===== src/hnm_pkg.sv =====
`default_nettype none
// ----------------------------------------------------------------------------
// hnm_pkg
// Shared types, constants and helpers of the height-to-normal-map block.
// ----------------------------------------------------------------------------
package hnm_pkg;

  localparam int HEIGHT_BITS      = 16;
  localparam int NORMAL_FRAC_BITS = 14;
  localparam int STRENGTH_W       = 16;
  localparam int COL_W            = 10;
  localparam int ROW_W            = 12;
  localparam int DIFF_W           = HEIGHT_BITS + 1;
  localparam int SQ_W             = 2 * HEIGHT_BITS;
  localparam int SUM_W            = SQ_W + 2;
  localparam int QUO_W            = 2 * NORMAL_FRAC_BITS + 3;
  localparam int ROOT_W           = NORMAL_FRAC_BITS + 2;
  localparam int MAG_W            = NORMAL_FRAC_BITS + 1;
  localparam int NORM_W           = MAG_W + 1;
  localparam int MAX_JOBS         = 3;

  localparam logic [10:0] RESET_WIDTH    = 11'd1024;
  localparam logic [12:0] RESET_HEIGHT   = 13'd1024;
  localparam logic [15:0] RESET_STRENGTH = 16'd9830;

  typedef enum logic [1:0] {
    REG_IMAGE_WIDTH  = 2'd0,
    REG_IMAGE_HEIGHT = 2'd1,
    REG_STRENGTH     = 2'd2
  } reg_idx_t;

  typedef enum logic [1:0] {
    COMP_X = 2'd0,
    COMP_Y = 2'd1,
    COMP_Z = 2'd2
  } comp_t;

  typedef enum logic [1:0] {
    F_IDLE,
    F_CENTER,
    F_EAST,
    F_EMIT
  } fetch_state_t;

  typedef enum logic [2:0] {
    N_IDLE,
    N_SQ,
    N_SUM,
    N_LOAD,
    N_DIV,
    N_ROOT,
    N_DONE
  } norm_state_t;

  typedef struct packed {
    logic [10:0] image_width;
    logic [12:0] image_height;
    logic [15:0] strength;
  } cfg_t;

  // One pixel whose normal is to be formed: position and the two differences.
  typedef struct packed {
    logic [COL_W-1:0]         col;
    logic [ROW_W-1:0]         row;
    logic signed [DIFF_W-1:0] dx;
    logic signed [DIFF_W-1:0] dz;
    logic                     last;
  } job_t;

  typedef struct packed {
    logic signed [NORM_W-1:0] norm_x;
    logic [MAG_W-1:0]         norm_y;
    logic signed [NORM_W-1:0] norm_z;
    logic [COL_W-1:0]         col;
    logic [ROW_W-1:0]         row;
    logic                     last;
  } res_t;

  function automatic job_t make_job(input logic [COL_W-1:0] col,
                                    input logic [ROW_W-1:0] row,
                                    input logic [HEIGHT_BITS-1:0] west,
                                    input logic [HEIGHT_BITS-1:0] east,
                                    input logic [HEIGHT_BITS-1:0] north,
                                    input logic [HEIGHT_BITS-1:0] south);
    job_t j;
    j.col  = col;
    j.row  = row;
    j.dx   = $signed({1'b0, west}) - $signed({1'b0, east});
    j.dz   = $signed({1'b0, south}) - $signed({1'b0, north});
    j.last = 1'b0;
    return j;
  endfunction

endpackage
`default_nettype wire


===== src/hnm_norm.sv =====
`default_nettype none
// ----------------------------------------------------------------------------
// hnm_norm
// Normalizer: forms the squared length, then for each component a bit-serial
// division and a bit-serial square root give the exactly rounded magnitude.
// ----------------------------------------------------------------------------
module hnm_norm (
  input  logic                           clk,
  input  logic                           rst,
  input  logic [hnm_pkg::STRENGTH_W-1:0] strength,
  input  logic                           job_valid,
  output logic                           job_ready,
  input  hnm_pkg::job_t                  job,
  output logic                           res_valid,
  input  logic                           res_ready,
  output hnm_pkg::res_t                  res
);

  localparam int HB    = hnm_pkg::HEIGHT_BITS;
  localparam int SQW   = hnm_pkg::SQ_W;
  localparam int SW    = hnm_pkg::SUM_W;
  localparam int QW    = hnm_pkg::QUO_W;
  localparam int RTW   = hnm_pkg::ROOT_W;
  localparam int MW    = hnm_pkg::MAG_W;
  localparam int NW    = hnm_pkg::NORM_W;
  localparam int DW    = hnm_pkg::DIFF_W;
  localparam int CNT_W = $clog2(QW);
  localparam int BIT_W = $clog2(RTW);

  hnm_pkg::norm_state_t state, state_next;
  hnm_pkg::comp_t       comp;

  logic                      neg_x;
  logic                      neg_z;
  logic [hnm_pkg::COL_W-1:0] col;
  logic [hnm_pkg::ROW_W-1:0] row;
  logic                      last;
  logic [HB-1:0]             ax;
  logic [HB-1:0]             az;
  logic [HB-1:0]             sy;
  logic [SQW-1:0]            sq_x;
  logic [SQW-1:0]            sq_y;
  logic [SQW-1:0]            sq_z;
  logic [SQW-1:0]            sq_sel;
  logic [SW-1:0]             sum;
  logic [SW-1:0]             rem;
  logic [QW-1:0]             quo;
  logic [CNT_W-1:0]          cnt;
  logic [RTW-1:0]            root;
  logic [BIT_W-1:0]          bit_idx;
  logic [MW-1:0]             mag_x;
  logic [MW-1:0]             mag_y;
  logic [MW-1:0]             mag_z;

  logic [SW:0]               rem_sh;
  logic                      rem_ge;
  logic [SW:0]               rem_new;
  logic [RTW-1:0]            cand;
  logic [2*RTW-1:0]          cand_sq;
  logic                      take;
  logic [RTW-1:0]            root_new;
  logic [RTW:0]              root_inc;
  logic [MW-1:0]             mag_new;
  logic [DW-1:0]             abs_dx;
  logic [DW-1:0]             abs_dz;

  // The quotient is floor(a^2 * 4^(F+1) / sum); the dividend has a single
  // nonzero bit below those already in the remainder.
  always_comb begin
    rem_sh   = {rem, (cnt == CNT_W'(QW - 1)) ? sq_sel[0] : 1'b0};
    rem_ge   = rem_sh >= {1'b0, sum};
    rem_new  = rem_ge ? rem_sh - {1'b0, sum} : rem_sh;
    cand     = root | (RTW'(1) << bit_idx);
    cand_sq  = cand * cand;
    take     = cand_sq <= {{(2 * RTW - QW){1'b0}}, quo};
    root_new = take ? cand : root;
    // Half of the root plus one, rounded down, gives the rounded magnitude.
    root_inc = {1'b0, root_new} + {{RTW{1'b0}}, 1'b1};
    mag_new  = root_inc[MW:1];
    abs_dx   = job.dx[DW-1] ? DW'(-job.dx) : DW'(job.dx);
    abs_dz   = job.dz[DW-1] ? DW'(-job.dz) : DW'(job.dz);
  end

  always_comb begin
    state_next = state;
    case (state)
      hnm_pkg::N_IDLE: begin
        if (job_valid) begin
          state_next = hnm_pkg::N_SQ;
        end
      end
      hnm_pkg::N_SQ: begin
        state_next = hnm_pkg::N_SUM;
      end
      hnm_pkg::N_SUM: begin
        state_next = hnm_pkg::N_LOAD;
      end
      hnm_pkg::N_LOAD: begin
        state_next = (sum == '0) ? hnm_pkg::N_DONE : hnm_pkg::N_DIV;
      end
      hnm_pkg::N_DIV: begin
        if (cnt == '0) begin
          state_next = hnm_pkg::N_ROOT;
        end
      end
      hnm_pkg::N_ROOT: begin
        if (bit_idx == '0) begin
          state_next = (comp == hnm_pkg::COMP_Z) ? hnm_pkg::N_DONE : hnm_pkg::N_LOAD;
        end
      end
      hnm_pkg::N_DONE: begin
        if (res_ready) begin
          state_next = hnm_pkg::N_IDLE;
        end
      end
      default: begin
        state_next = hnm_pkg::N_IDLE;
      end
    endcase
  end

  always_comb begin
    job_ready  = (state == hnm_pkg::N_IDLE);
    res_valid  = (state == hnm_pkg::N_DONE);
    res.norm_x = neg_x ? -$signed({1'b0, mag_x}) : $signed({1'b0, mag_x});
    res.norm_y = mag_y;
    res.norm_z = neg_z ? -$signed({1'b0, mag_z}) : $signed({1'b0, mag_z});
    res.col    = col;
    res.row    = row;
    res.last   = last;
  end

  always_ff @(posedge clk) begin
    if (rst) begin
      state <= hnm_pkg::N_IDLE;
    end else begin
      state <= state_next;
    end
  end

  always_ff @(posedge clk) begin
    case (state)
      hnm_pkg::N_IDLE: begin
        if (job_valid) begin
          neg_x <= job.dx[DW-1];
          neg_z <= job.dz[DW-1];
          ax    <= HB'(abs_dx);
          az    <= HB'(abs_dz);
          sy    <= HB'(strength);
          col   <= job.col;
          row   <= job.row;
          last  <= job.last;
        end
      end
      hnm_pkg::N_SQ: begin
        sq_x <= ax * ax;
        sq_y <= sy * sy;
        sq_z <= az * az;
      end
      hnm_pkg::N_SUM: begin
        sum  <= SW'(sq_x) + SW'(sq_y) + SW'(sq_z);
        comp <= hnm_pkg::COMP_X;
      end
      hnm_pkg::N_LOAD: begin
        if (sum == '0) begin
          // Zero vector: the normal points straight up.
          mag_x <= '0;
          mag_y <= MW'(1) << hnm_pkg::NORMAL_FRAC_BITS;
          mag_z <= '0;
        end
        case (comp)
          hnm_pkg::COMP_X: sq_sel <= sq_x;
          hnm_pkg::COMP_Y: sq_sel <= sq_y;
          default:         sq_sel <= sq_z;
        endcase
        case (comp)
          hnm_pkg::COMP_X: rem <= SW'(sq_x >> 1);
          hnm_pkg::COMP_Y: rem <= SW'(sq_y >> 1);
          default:         rem <= SW'(sq_z >> 1);
        endcase
        quo <= '0;
        cnt <= CNT_W'(QW - 1);
      end
      hnm_pkg::N_DIV: begin
        rem     <= SW'(rem_new);
        quo     <= {quo[QW-2:0], rem_ge};
        cnt     <= cnt - CNT_W'(1);
        root    <= '0;
        bit_idx <= BIT_W'(RTW - 1);
      end
      hnm_pkg::N_ROOT: begin
        root    <= root_new;
        bit_idx <= bit_idx - BIT_W'(1);
        if (bit_idx == '0) begin
          case (comp)
            hnm_pkg::COMP_X: begin
              mag_x <= mag_new;
              comp  <= hnm_pkg::COMP_Y;
            end
            hnm_pkg::COMP_Y: begin
              mag_y <= mag_new;
              comp  <= hnm_pkg::COMP_Z;
            end
            default: begin
              mag_z <= mag_new;
            end
          endcase
        end
      end
      default: begin
      end
    endcase
  end

  a_rem_below_sum: assert property (@(posedge clk) disable iff (rst)
    (state == hnm_pkg::N_DIV) |-> (rem < sum))
    else $error("division remainder not below the squared length");

  a_unit_bound: assert property (@(posedge clk) disable iff (rst)
    (state == hnm_pkg::N_DONE) |->
      (mag_x <= (MW'(1) << hnm_pkg::NORMAL_FRAC_BITS)) &&
      (mag_y <= (MW'(1) << hnm_pkg::NORMAL_FRAC_BITS)) &&
      (mag_z <= (MW'(1) << hnm_pkg::NORMAL_FRAC_BITS)))
    else $error("normal component exceeds one");

endmodule
`default_nettype wire


===== config.mk =====
export PLATFORM = sky130hd
export DESIGN_NAME = hnm_norm
export DESIGN_NICKNAME = d
export VERILOG_FILES = /design/src/hnm_pkg.sv /design/src/hnm_norm.sv
export SDC_FILE = /design/constraint.sdc
export NUM_CORES = 2
export LEC_CHECK = 0
export ABC_AREA = 1
export ABC_CLOCK_PERIOD_IN_PS = 15200
export BUFFER_PORTS_ARGS = -buffer_cell sky130_fd_sc_hd__buf_2
export CAP_MARGIN = 20
export CORE_ASPECT_RATIO = 1.75
export CORE_UTILIZATION = 55
export CTS_BUF_LIST = sky130_fd_sc_hd__clkbuf_8
export DETAILED_ROUTE_END_ITERATION = 8
export HOLD_SLACK_MARGIN = 0.03
export PLACE_DENSITY_LB_ADDON = 0.08
export SYNTH_ARGS = -nofsm -noshare
export SYNTH_HDL_FRONTEND = slang
export SYNTH_SLANG_ARGS = --single-unit
export TNS_END_PERCENT = 30

===== constraint.sdc =====
create_clock -name clk -period 15.2 [get_ports clk]
set_input_delay 4.56 -clock clk [delete_from_list [all_inputs] [get_ports clk]]
set_output_delay 4.56 -clock clk [all_outputs]
set_load 0.01 [all_outputs]

==> metrics.md <==
| Metric | Value |
|---|---|
| Status | finished clean |
| Final Hold Fails | 0 |
| Netlist Area Pre-Place | 0.04774 mm2 |
| Reg2reg end | mag_x[11] |
| Filler cells | 7,860 |
| Seq/Total Area, Yosys | 0.2139 |
| Crit path top cell by count | nand2_1 |
| Core Box Area | 0.08581 mm2 |
| Gr usage total | 0.2728 |
| CP startpoint kind | register |
| CTS Buffer Depth | 3 |
| Full die area | 0.08803 mm2 |
| Hold Path Class | reg2reg |
| Commonest non-fill, non-tap cell in the layout | inv_1 |
| Via count of the first global-routing pass | 37,370 |
| Initial antenna violation count | 2 |
| Final Critical Period | 9.892 ns |
| Synth Instances | 5,474 |
| Synthesis warning total | 0 |
| Slew margin rel. | 0.2991 |
| WL/cell | 17.11 um |
| Worst skew pair latency | 0.74 ns |
| Worst R2R Setup Slack | 5.31 ns |
| Num CTS Buffers | 54 |
| Routed vias | 34,800 |
| # DRC | 0 |
| Reg-to-Reg Start | bit_idx[0] |
| RSZ-0062 raised after global routing | false |
| Main synth FF type | edfxtp_1 |
| Setup Viol. Count Final | 0 |
| Hold bufs inserted after CTS | 0 |
| Count of cell types in the netlist | 58 |
| Final wirelength | 115,700 um |
| Maximum number of pins on one net before global-route repair | 71 |
| Final instance area | 0.05075 mm2 |
| Layout area overhead | 6.311% |
| Max Transition Viols Final | 0 |
| First-pass GRT wire length | 185,800 um |
| R2r worst-path depth | 55 |
| Layout cells sized above 1 | 0.05421 |
| Setup TNS | 0 ns |
| # rows | 142 |
| CTS tree | built |
| Post-CTS resize count | 0 |
| Initial Util | 0.5563 |
| Post-synth EDFFs | 338 |
| Least-Margin Pin Slew | 1.049 ns |
| Hold depth | 1 |
| Crit-path slowest cell | fa_1 |
| Crit-path max cell delay | 0.53 ns |
| Drt via density | 5.146 |
| # IOs | 149 |
| Max-cap violations | 0 |
| 1st-iter DRT viols | 1,365 |
| Syn avg cell area | 8.721 um2 |
| Count of input and output buffers | 148 |
| Final Cycle Share | 0.6508 |
| Area after DPL | 0.04963 mm2 |
| DRT antenna net count | 0 |
| Met3 wire length | 3089 um |
| Ys async rst share | 0 |
| Hold_ws | 0.5607 ns |
| Leading cell types in the layout, fill and taps excluded | 1,490 x inv_1, 1,057 x nand2_1, 686 x fa_1 |
| Met2 WL | 65,600 um |
| DP HPWL | 97,370 um |
| Yosys top cell area share | 0.2877 |
| Global route overflow | 0 |
| Area occupied by multi-input gates | 0.03144 mm2 |
| Nets | 6,825 |
| Die Ht | 391.7 um |
| Worst Path Max Fanout | 20 |
| Die width | 224.7 um |
| H-tree Lvls | 2 |
| Clk pin slew, worst setup/hold paths | 0.07 ns |
| Drt first pass iters | 5 |
| WP data arrival | 10.35 ns |
| Setup bufs post-CTS | 0 |
| Sequential Area | 0.01021 mm2 |
| Fmax | 0.1011 GHz |
| Hold Startpoint | cnt[0] |
| Clock sinks | 341 |
| Worst path required time | 15.65 ns |
| Synth area leaders | fa_1 29%, edfxtp_1 21%, ha_1 13%, inv_1 12%, nand2_1 8.3% |
| Clock Skews | 0.08470 ns |
| Final GP Congestion | 0.9594 |
| Worst Path Class, Setup | reg2reg |
| WHS Endpoint | cnt[0] |
| Wire length on met1 | 38,410 um |
| Cell taking the most area after synthesis | fa_1 |
| Nature of the critical path endpoint | register |
| Highest routing layer actually used | met5 |
| CTS root buf | clkbuf_8 |
| Flops & latches, synth | 341 |
## final cells by class
| type | instances | area share |
|---|---|---|
| Tap cell | 1152 | 0.02840 |
| Inverter | 1481 | 0.1096 |
| Antenna cell | 1 | 0.00004930 |
| Multi-Input combinational cell | 3507 | 0.6195 |
| Clock buffer | 55 | 0.01491 |
| Clock inverter | 44 | 0.007100 |
| Timing Repair Buffer | 180 | 0.01933 |
| Sequential cell | 341 | 0.2012 |
## kinds of logic after synthesis
group | count (synthesis) | synth area share
other | 1 | 0.00007855
buffers and inverters | 1628 | 0.1287
AND/OR/NAND/NOR | 1524 | 0.1277
adder cells (fa/ha/maj) | 1183 | 0.4179
multiplexers | 2 | 0.0004455
XOR/XNOR | 263 | 0.04825
AO/OA/AOI/OAI | 532 | 0.06306
flip-flops | 341 | 0.2139
## synthesized netlist by cell type, types with 2 or more instances
master	n
o21a_1	10
dfxtp_1	3
buf_4	5
xnor2_1	89
nand2_1	1058
buf_2	2
o2111ai_1	2
nand4_1	17
nand3b_1	3
o221ai_1	5
a21oi_1	232
nand3_1	92
nand2_2	9
xor2_1	174
o211ai_1	16
nor2_2	2
a31oi_1	23
o311ai_0	2
a211oi_1	8
o21bai_1	15
a41oi_1	2
a21boi_1	4
a21o_1	14
nor3b_1	5
or2_2	6
o21ai_2	3
edfxtp_1	338
clkbuf_1	138
inv_2	2
o21ai_0	152
fa_1	686
inv_1	1478
o21ai_1	20
o31ai_1	6
nor2_1	264
nor4_1	24
nor2_4	4
a21boi_0	6
nor3_1	37
a221oi_1	4
ha_1	497
## critical path, delay by kind of cell (launching register included)
kind / cells / cell delay [ns]
flops: 1 / 0.45
xor+xnor: 1 / 0.18
buf+inv: 12 / 0.77
compound gates: 6 / 0.88
simple gates: 26 / 3.26
fa+ha+maj: 10 / 4.06
## worst max-delay path by stage
stage / startpoint / endpoint
2_1_floorplan: job_valid / ax[0]
3_3_place_gp: bit_idx[2] / mag_x[11]
3_5_place_dp: bit_idx[0] / mag_x[11]
4_1_cts: bit_idx[0] / mag_x[11]
5_1_grt: bit_idx[2] / mag_z[11]
6_report: bit_idx[0] / mag_x[11]
## flip-flops by register name (all words and copies together) (netlist names), 16 cells and up
name  cells
rem      34
sum      34
quo      31
sq_x     31
sq_y     31
sq_z     31
ax       16
az       16
root     16
sy       16
## routing by layer
| metal | global-route usage | vias to the layer above |
|---|---|---|
| met5 | 0 | - |
| met4 | 0.1713 | 2 |
| met3 | 0.02366 | 323 |
| met2 | 0.5462 | 703 |
| met1 | 0.2614 | 16980 |
| li1 | - | 16790 |
## stage by stage
step / cells / utilization / setup WS, ns
6_report: 6761 / 0.5914 / 5.308
5_1_grt: 6761 / 0.5914 / 4.392
4_1_cts: 6760 / 0.5914 / 5.250
3_5_place_dp: 6661 / 0.5784 / 5.274
3_3_place_gp: 6661 / 0.5784 / 5.356
2_1_floorplan: 5476 / - / 3.045
Power is not shown: default switching activity piles up to over one toggle a cycle in this logic, so the estimate is an artifact.
